### src/tpq_pkg.sv
// ----------------------------------------------------------------------------
// tpq_pkg
// Shared types and constants of the task priority queue: item structs,
// action and status codes, cell control and the sequencer states.
// ----------------------------------------------------------------------------
`default_nettype none

package tpq_pkg;

  // default geometry
  localparam int unsigned DepthDef      = 32;
  localparam int unsigned TaskIdBitsDef = 8;

  // fixed field widths of the item formats
  localparam int unsigned ActionW = 3;
  localparam int unsigned FieldW  = 8;
  localparam int unsigned StatusW = 2;
  localparam int unsigned OccW    = 6;

  typedef enum logic [ActionW-1:0] {
    ACT_PUSH_BACK  = 3'd0,
    ACT_PUSH_FRONT = 3'd1,
    ACT_INS_PRIO   = 3'd2,
    ACT_INS_AFTER  = 3'd3,
    ACT_REMOVE     = 3'd4,
    ACT_POP_FRONT  = 3'd5
  } tpq_action_e;

  typedef enum logic [StatusW-1:0] {
    STAT_OK        = 2'd0,
    STAT_EMPTY     = 2'd1,
    STAT_FULL      = 2'd2,
    STAT_NOT_FOUND = 2'd3
  } tpq_status_e;

  // how the cell row moves on the update cycle
  typedef enum logic [2:0] {
    MODE_NONE,
    MODE_BACK,
    MODE_FRONT,
    MODE_PRIO,
    MODE_AFTER,
    MODE_REMOVE,
    MODE_POP
  } tpq_mode_e;

  typedef enum logic [1:0] {
    ST_IDLE,
    ST_CMP,
    ST_UPD
  } tpq_state_e;

  // broadcast control from the sequencer to every cell
  typedef struct packed {
    logic      capture;
    logic      by_id;
    tpq_mode_e mode;
  } tpq_ctrl_t;

  typedef struct packed {
    logic [ActionW-1:0] action;
    logic [FieldW-1:0]  task_id;
    logic [FieldW-1:0]  priority_req;
    logic [FieldW-1:0]  ref_task;
  } tpq_in_t;

  typedef struct packed {
    logic [FieldW-1:0]  out_task;
    logic               out_valid;
    logic [StatusW-1:0] status;
    logic [OccW-1:0]    occupancy;
  } tpq_out_t;

endpackage

`default_nettype wire

### src/tpq_cell.sv
// ----------------------------------------------------------------------------
// tpq_cell
// One queue slot: holds a task id and priority, compares them against the
// request, and takes its neighbor's entry when the row shifts.
// ----------------------------------------------------------------------------
`default_nettype none

module tpq_cell #(
  parameter int unsigned IDX   = 0,
  parameter int unsigned CNT_W = 6,
  parameter int unsigned TW    = 8
) (
  input  wire logic                 clk_i,
  input  wire logic                 rst_ni,
  input  wire tpq_pkg::tpq_ctrl_t   ctrl_i,
  input  wire logic [CNT_W-1:0]     cnt_i,
  input  wire logic [TW-1:0]        new_task_i,
  input  wire logic [7:0]           new_prio_i,
  input  wire logic [TW-1:0]        key_i,
  input  wire logic [TW-1:0]        left_task_i,
  input  wire logic [7:0]           left_prio_i,
  input  wire logic                 left_ge_i,
  input  wire logic                 left_seen_i,
  input  wire logic [TW-1:0]        right_task_i,
  input  wire logic [7:0]           right_prio_i,
  output logic [TW-1:0]             task_o,
  output logic [7:0]                prio_o,
  output logic                      ge_o,
  output logic                      seen_o
);
  import tpq_pkg::*;

  localparam bit IsHead = (IDX == 0);

  logic [TW-1:0] task_q, task_d;
  logic [7:0]    prio_q, prio_d;
  logic          hit_q;
  logic          valid;
  logic          cmp;
  logic          seen_self;
  logic          ge;

  // slot holds a live entry
  assign valid = (CNT_W'(IDX) < cnt_i);

  // local match: id equality, or the priority stop rule
  always_comb begin
    if (ctrl_i.by_id) begin
      cmp = (task_q == key_i);
    end else if (IsHead) begin
      cmp = (new_prio_i <= prio_q);
    end else begin
      cmp = (prio_q > new_prio_i);
    end
  end

  always_ff @(posedge clk_i or negedge rst_ni) begin
    if (!rst_ni) begin
      hit_q <= 1'b0;
    end else if (ctrl_i.capture) begin
      hit_q <= valid & cmp;
    end
  end

  // first-match chain through the row
  assign seen_self = left_seen_i | hit_q;
  assign seen_o    = seen_self;

  // slot sits at or beyond the insert / remove position
  always_comb begin
    case (ctrl_i.mode)
      MODE_BACK:   ge = ~valid;
      MODE_FRONT:  ge = 1'b1;
      MODE_PRIO:   ge = seen_self | ~valid;
      MODE_AFTER:  ge = left_seen_i;
      MODE_REMOVE: ge = seen_self;
      MODE_POP:    ge = 1'b1;
      default:     ge = 1'b0;
    endcase
  end
  assign ge_o = ge;

  // shift right on insert, left on remove and pop
  always_comb begin
    task_d = task_q;
    prio_d = prio_q;
    case (ctrl_i.mode) inside
      MODE_BACK, MODE_FRONT, MODE_PRIO, MODE_AFTER: begin
        if (left_ge_i) begin
          task_d = left_task_i;
          prio_d = left_prio_i;
        end else if (ge) begin
          task_d = new_task_i;
          prio_d = new_prio_i;
        end
      end
      MODE_REMOVE, MODE_POP: begin
        if (ge) begin
          task_d = right_task_i;
          prio_d = right_prio_i;
        end
      end
      default: begin
        task_d = task_q;
        prio_d = prio_q;
      end
    endcase
  end

  always_ff @(posedge clk_i) begin
    task_q <= task_d;
    prio_q <= prio_d;
  end

  assign task_o = task_q;
  assign prio_o = prio_q;

endmodule

`default_nettype wire

### src/task_priority_queue_unit.sv
// ----------------------------------------------------------------------------
// task_priority_queue_unit
// Ordered task queue built as a row of shifting cells with a small sequencer.
// ----------------------------------------------------------------------------
// Usage: requests enter on in_valid_i / in_ready_o with in_data_i (action,
// task id, priority, reference task). Each request yields exactly one item
// on out_valid_o / out_ready_i carrying the popped task, a status and the
// occupancy after the operation.
// Sequence: an accepted item is held in the request register; the compare
// state registers the per-cell compares, and the update state resolves the
// first match along the cell chain, shifts the row and registers the result.
// Flow: a new request is taken only in the idle state, so each item goes
// through the compare and shift passes over the cell row before the next.
// Reset: the queue is empty and no result is pending; entry contents are
// not cleared and need no sweep.
// Stall: a finished result waits in the output register; the next request
// is still accepted and processed up to its update, which holds until the
// output register is taken.
// ----------------------------------------------------------------------------
`default_nettype none

module task_priority_queue_unit #(
  parameter int unsigned DEPTH        = tpq_pkg::DepthDef,
  parameter int unsigned TASK_ID_BITS = tpq_pkg::TaskIdBitsDef
) (
  input  wire logic             clk_i,
  input  wire logic             rst_ni,
  input  wire logic             in_valid_i,
  output logic                  in_ready_o,
  input  wire tpq_pkg::tpq_in_t in_data_i,
  output logic                  out_valid_o,
  input  wire logic             out_ready_i,
  output tpq_pkg::tpq_out_t     out_data_o
);
  import tpq_pkg::*;

  localparam int unsigned CntW = $clog2(DEPTH + 1);
  localparam int unsigned TW   = TASK_ID_BITS;

  tpq_state_e     state_q, state_d;
  tpq_in_t        req_q;
  logic [CntW-1:0] cnt_q, cnt_d;
  tpq_out_t       out_q, out_d;
  logic           out_valid_q;
  logic           commit;
  tpq_ctrl_t      ctrl;
  tpq_mode_e      mode;
  tpq_action_e    act;
  logic           full, empty, found;
  logic [TW-1:0]  new_task, key;

  logic [TW-1:0]  task_w [DEPTH+1];
  logic [7:0]     prio_w [DEPTH+1];
  logic           ge_w   [DEPTH+1];
  logic           seen_w [DEPTH+1];

  // next state
  always_comb begin
    state_d = state_q;
    unique case (state_q)
      ST_IDLE: if (in_valid_i) state_d = ST_CMP;
      ST_CMP:  state_d = ST_UPD;
      ST_UPD:  if (!out_valid_q || out_ready_i) state_d = ST_IDLE;
      default: state_d = ST_IDLE;
    endcase
  end

  // sequencer outputs
  always_comb begin
    in_ready_o = 1'b0;
    commit     = 1'b0;
    unique case (state_q)
      ST_IDLE: in_ready_o = 1'b1;
      ST_CMP:  ;
      ST_UPD:  commit = ~out_valid_q | out_ready_i;
      default: ;
    endcase
  end

  always_ff @(posedge clk_i or negedge rst_ni) begin
    if (!rst_ni) begin
      state_q <= ST_IDLE;
    end else begin
      state_q <= state_d;
    end
  end

  // request register
  always_ff @(posedge clk_i) begin
    if (in_valid_i && in_ready_o) begin
      req_q <= in_data_i;
    end
  end

  assign act      = tpq_action_e'(req_q.action);
  assign new_task = TW'(req_q.task_id);
  assign key      = (act == ACT_INS_AFTER) ? TW'(req_q.ref_task) : TW'(req_q.task_id);
  assign full     = (cnt_q == CntW'(DEPTH));
  assign empty    = (cnt_q == '0);
  assign found    = seen_w[DEPTH];

  // operation decode on the update cycle
  always_comb begin
    mode          = MODE_NONE;
    out_d         = '0;
    out_d.status  = STAT_OK;
    cnt_d         = cnt_q;
    unique case (act) inside
      ACT_PUSH_BACK, ACT_PUSH_FRONT, ACT_INS_PRIO: begin
        if (full) begin
          out_d.status = STAT_FULL;
        end else begin
          mode  = (act == ACT_PUSH_BACK)  ? MODE_BACK :
                  (act == ACT_PUSH_FRONT) ? MODE_FRONT : MODE_PRIO;
          cnt_d = cnt_q + 1'b1;
        end
      end
      ACT_INS_AFTER: begin
        if (full) begin
          out_d.status = STAT_FULL;
        end else if (!found) begin
          out_d.status = STAT_NOT_FOUND;
        end else begin
          mode  = MODE_AFTER;
          cnt_d = cnt_q + 1'b1;
        end
      end
      ACT_REMOVE: begin
        if (empty) begin
          out_d.status = STAT_EMPTY;
        end else if (!found) begin
          out_d.status = STAT_NOT_FOUND;
        end else begin
          mode  = MODE_REMOVE;
          cnt_d = cnt_q - 1'b1;
        end
      end
      ACT_POP_FRONT: begin
        if (empty) begin
          out_d.status = STAT_EMPTY;
        end else begin
          mode            = MODE_POP;
          out_d.out_task  = FieldW'(task_w[0]);
          out_d.out_valid = 1'b1;
          cnt_d           = cnt_q - 1'b1;
        end
      end
      default: ;
    endcase
    out_d.occupancy = OccW'(cnt_d);
  end

  assign ctrl.capture = (state_q == ST_CMP);
  assign ctrl.by_id   = (act == ACT_INS_AFTER) || (act == ACT_REMOVE);
  assign ctrl.mode    = commit ? mode : MODE_NONE;

  // occupancy and result register
  always_ff @(posedge clk_i or negedge rst_ni) begin
    if (!rst_ni) begin
      cnt_q       <= '0;
      out_valid_q <= 1'b0;
    end else if (commit) begin
      cnt_q       <= cnt_d;
      out_valid_q <= 1'b1;
    end else if (out_ready_i) begin
      out_valid_q <= 1'b0;
    end
  end

  always_ff @(posedge clk_i) begin
    if (commit) begin
      out_q <= out_d;
    end
  end

  assign out_valid_o = out_valid_q;
  assign out_data_o  = out_q;

  // chain ends
  assign ge_w[0]       = 1'b0;
  assign seen_w[0]     = 1'b0;
  assign task_w[DEPTH] = '0;
  assign prio_w[DEPTH] = '0;

  // cell row
  for (genvar k = 0; k < DEPTH; k++) begin : g_cell
    logic [TW-1:0] left_task;
    logic [7:0]    left_prio;
    logic [TW-1:0] cell_task;
    logic [7:0]    cell_prio;

    if (k == 0) begin : g_head
      assign left_task = new_task;
      assign left_prio = req_q.priority_req;
    end else begin : g_body
      assign left_task = task_w[k-1];
      assign left_prio = prio_w[k-1];
    end

    tpq_cell #(
      .IDX   (k),
      .CNT_W (CntW),
      .TW    (TW)
    ) u_cell (
      .clk_i        (clk_i),
      .rst_ni       (rst_ni),
      .ctrl_i       (ctrl),
      .cnt_i        (cnt_q),
      .new_task_i   (new_task),
      .new_prio_i   (req_q.priority_req),
      .key_i        (key),
      .left_task_i  (left_task),
      .left_prio_i  (left_prio),
      .left_ge_i    (ge_w[k]),
      .left_seen_i  (seen_w[k]),
      .right_task_i (task_w[k+1]),
      .right_prio_i (prio_w[k+1]),
      .task_o       (cell_task),
      .prio_o       (cell_prio),
      .ge_o         (ge_w[k+1]),
      .seen_o       (seen_w[k+1])
    );

    assign task_w[k] = cell_task;
    assign prio_w[k] = cell_prio;
  end

`ifndef ASSERT_OFF
  // occupancy stays within the row
  assert property (@(posedge clk_i) disable iff (!rst_ni)
    cnt_q <= CntW'(DEPTH))
    else $error("occupancy above depth");

  // a committed insert grows the queue by one entry
  assert property (@(posedge clk_i) disable iff (!rst_ni)
    commit && (mode == MODE_BACK || mode == MODE_FRONT ||
               mode == MODE_PRIO || mode == MODE_AFTER)
    |=> cnt_q == $past(cnt_q) + 1'b1)
    else $error("insert did not grow the queue");

  // a popped task is always reported with ok status
  assert property (@(posedge clk_i) disable iff (!rst_ni)
    out_valid_o && out_data_o.out_valid |-> out_data_o.status == STAT_OK)
    else $error("popped task with error status");

  // occupancy reported matches the stored count
  assert property (@(posedge clk_i) disable iff (!rst_ni)
    commit |=> out_data_o.occupancy == OccW'(cnt_q))
    else $error("reported occupancy mismatch");

  // an accepted item goes to the compare pass next
  assert property (@(posedge clk_i) disable iff (!rst_ni)
    in_valid_i && in_ready_o |=> state_q == ST_CMP)
    else $error("accepted item not processed");
`endif

endmodule

`default_nettype wire

### config.mk
export PLATFORM = sky130hd
export DESIGN_NAME = task_priority_queue_unit
export DESIGN_NICKNAME = d
export VERILOG_FILES = /design/src/tpq_pkg.sv /design/src/tpq_cell.sv /design/src/task_priority_queue_unit.sv
export SDC_FILE = /design/constraint.sdc
export NUM_CORES = 2
export LEC_CHECK = 0
export BUFFER_PORTS_ARGS = -buffer_cell sky130_fd_sc_hd__buf_2
export CORE_AREA = 2 2 429 431
export CTS_BUF_LIST = sky130_fd_sc_hd__clkbuf_4 sky130_fd_sc_hd__clkbuf_8
export DETAILED_ROUTE_END_ITERATION = 7
export DIE_AREA = 0 0 431 433
export GPL_TIMING_DRIVEN = 0
export PLACE_DENSITY = 0.47
export SYNTH_ARGS = -nofsm -noshare
export SYNTH_HDL_FRONTEND = slang
export SYNTH_HIERARCHICAL = 1
export SYNTH_SLANG_ARGS = --single-unit
export TNS_END_PERCENT = 5
### constraint.sdc
create_clock -name clk_i -period 61.9 [get_ports clk_i]
set_input_delay 6.19 -clock clk_i [delete_from_list [all_inputs] [get_ports clk_i]]
set_output_delay 6.19 -clock clk_i [all_outputs]
set_load 0.05 [all_outputs]
==> flow_metrics.env <==
export IMPL_layout_drive_gt1_share=0.189
export IMPL_cap_violations=0
export IMPL_arrival_ns=13.64
export IMPL_fin_area_um2=51300
export IMPL_switching_power_uw=753
export IMPL_yosysMostFrequentCell="edfxtp_1"
export IMPL_synth_area_per_cell_um2=10.1
export IMPL_final_nets=4876
export IMPL_dpl_cell_area_um2=48700
export IMPL_rsz0062_at_grt="no"
export IMPL_clock_root_buffer="clkbuf_8"
export IMPL_critPathRequiredTime_ns=62.36
export IMPL_p_per_area_nw_per_um2=36.3
export IMPL_die_h_um=433
export IMPL_dieArea_um2=187000
export IMPL_num_fill_cells=19047
export IMPL_core_um2=182000
export IMPL_finalHoldViolCount=0
export IMPL_viasPerCell=4.83
export IMPL_synth_largest_area_cell="edfxtp_1"
export IMPL_syn_inst=4314
export IMPL_clock_power_share=0.240
export IMPL_period_share=0.213
export IMPL_dp_cells=6853
export IMPL_grt_max_degree=49
export IMPL_wl_per_cell_um=20.7
export IMPL_synth_ff_type="edfxtp_1"
export IMPL_cp_start_kind="register"
export IMPL_ys_warnings_count=6
export IMPL_slew_headroom=0.124
export IMPL_async_reset_ff_frac=0.0687
export IMPL_overflow=0
export IMPL_worstSetupPathType="reg -> reg"
export IMPL_cts_buffers=116
export IMPL_swShare=0.405
export IMPL_ys_seq_elements=597
export IMPL_clock_sinks=597
export IMPL_synth_common_cells="556 x edfxtp_1, 514 x mux2i_1, 502 x nor2_1"
export IMPL_dp_hpwl_mm=109
export IMPL_power_uw=1860
export IMPL_peakVddDrop_mv=0.0187
export IMPL_cts_buffer_depth=3
export IMPL_synthTopCellsByArea="edfxtp_1 38%, mux2i_1 12%, ha_1 7.5%"
export IMPL_p_leak_uw=0.0190
export IMPL_synth_edf_count=556
export IMPL_cpPeakStageDelay_ns=0.69
export IMPL_clk_pin_slew_ns=0.07
export IMPL_p_seq_frac=0.334
export IMPL_drt_iter0_markers=2510
export IMPL_vias=34151
export IMPL_crit_slowest_cell="o21a_1"
export IMPL_yosys_area_top_type_share=0.384
export IMPL_synth_seq_area_share=0.408
export IMPL_clock_latency_ns=0.87
export IMPL_port_buffers=49
export IMPL_rows=157
export IMPL_die_x_um=431
export IMPL_outcome="finished, final reports clean"
export IMPL_final_cells=7073
export IMPL_track_usage=0.154
export IMPL_worstMarginPinSlew_ns=1.31
export IMPL_internal_power_uw=1110
export IMPL_hold_path_class="reg -> reg"
export IMPL_finalWirelength_mm=146
export IMPL_io_pins=50
export IMPL_grt_pass1_vias=35533
export IMPL_fin_crit_ns=13.18
export IMPL_fin_tns_setup_ns=0
export IMPL_setup_viol=0
export IMPL_synth_cell_types=96
export IMPL_antenna_found_initial=1
export IMPL_crit_path_max_fanout=39
export IMPL_cts_tree="built"
export IMPL_ant_nets=0
export IMPL_maxSlewViolCount=0
export IMPL_drc=0
export IMPL_cts_hold_buffers=0
export IMPL_grt_pass1_wl_mm=223
export IMPL_gp_congestion=0.804
export IMPL_fin_skew_ns=0.0548
export IMPL_ctsResizeCount=0
export IMPL_cp_common_cell="or2_4"
export IMPL_clock_fmax_mhz=75.9
export IMPL_p_comb_frac=0.426
export IMPL_cts_setup_buffers=0
export IMPL_start_util=0.239
export IMPL_area_delta_synth_final_pct=18.1
export IMPL_end_kind="register"
export IMPL_dr_pass1_iters=6
export IMPL_netlist_area_um2=43400
export IMPL_ctsHtreeMaxLevel=3
[kinds of logic after synthesis]
group / Yosys count / share of synthesized area
flip-flops: 597 / 0.408
buffers and inverters: 486 / 0.0551
adder cells (fa/ha/maj): 259 / 0.0746
multiplexers: 515 / 0.119
XOR/XNOR: 264 / 0.0536
AO/OA/AOI/OAI: 1018 / 0.153
other: 1 / 0.0000863
AND/OR/NAND/NOR: 1174 / 0.137
[placed cells by master (no fill, tap or decap), types with 46 or more instances in the layout]
cell and instances:
o21ai_0 52, a21oi_2 147, nand2_1 82, edfxtp_1 556, a21oi_1 493, clkbuf_8 136, nor3_1 71, xor2_1 130
ha_1 259, xnor2_1 132, buf_2 120, inv_1 312, o21a_1 60, nand4_1 93, nor2_2 125, nand2b_1 46
mux2i_1 514, nor2_1 500, buf_4 53
[stage by stage]
stage               hold slack, ns   util  setup WS, ns
floorplan                    0.463      -         40.36
global placement             0.483  0.257         30.27
detailed placement           0.502  0.268         48.86
CTS                          0.513  0.282         48.74
global route                 0.541  0.282         47.97
finish                       0.511  0.282         48.72
[worst max-delay path: cells and delay by family (launching register included)]
family | cells | cell delay [ns]
AND/OR/NAND/NOR | 35 | 9.02
buffers and inverters | 12 | 1.94
flip-flops | 1 | 0.39
AO/OA/AOI/OAI | 5 | 1.39
[area by class of cell]
cell class | instances | area [µm²] | share of cell area
inverters | 314 | 1180 | 0.0230
well taps | 2385 | 2980 | 0.0582
clock inverters | 41 | 388 | 0.00756
flip-flops and latches | 597 | 17700 | 0.346
repair buffers | 136 | 2090 | 0.0408
clock buffers | 175 | 2160 | 0.0422
diodes | 4 | 10.0 | 0.000195
multi-input cells | 3249 | 23500 | 0.459
plain buffers | 172 | 1210 | 0.0237
[final timing paths]
path / start / end / slack [ns] / cells after the start
worst max register to register: g_cell[0].u_cell/hit_q / g_cell[30].u_cell/prio_o[0] / 48.72 / 52
worst min-delay path: g_cell[24].u_cell/hit_q / g_cell[24].u_cell/hit_q / 0.51 / 2
max in group asynchronous: rst_ni / g_cell[7].u_cell/hit_q / 56.06 / 2
worst max-delay path: g_cell[0].u_cell/hit_q / g_cell[30].u_cell/prio_o[0] / 48.72 / 52
min in group asynchronous: rst_ni / g_cell[0].u_cell/hit_q / 5.24 / 1
worst min register to register: g_cell[24].u_cell/hit_q / g_cell[24].u_cell/hit_q / 0.51 / 2
[registers in the layout, summed over array words and instances, names as in the netlist]
register and cells:
act 3, cnt_q 6, g_cell.left_prio 8, g_cell.left_task 8, g_cell.u_cell/hit_q 32, g_cell.u_cell/prio_o 256, g_cell.u_cell/task_o 256, out_data_o 17
out_valid_o 1, req_q 8, state_q 2
[per-layer routing]
| layer | part of all wire | vias to the layer above | GRT usage |
|---|---|---|---|
| met2 | 0.48 | 789 | 0.265 |
| met5 | 0 | - | 0 |
| li1 | - | 16296 | - |
| met4 | 0.022 | 0 | 0.0390 |
| met1 | 0.45 | 16834 | 0.201 |
| met3 | 0.044 | 232 | 0.0236 |
[power by group through the flow]
| stage | registers (µW) | logic, µW | clock network (µW) |
|---|---|---|---|
| floorplan | 609 | 560 | 0 |
| global placement | 664 | 733 | 0 |
| detailed placement | 630 | 788 | 0 |
| CTS | 622 | 792 | 460 |
| global route | 627 | 869 | 474 |
| finish | 621 | 793 | 447 |
No activity file was read; power rests on OpenSTA's default activity.
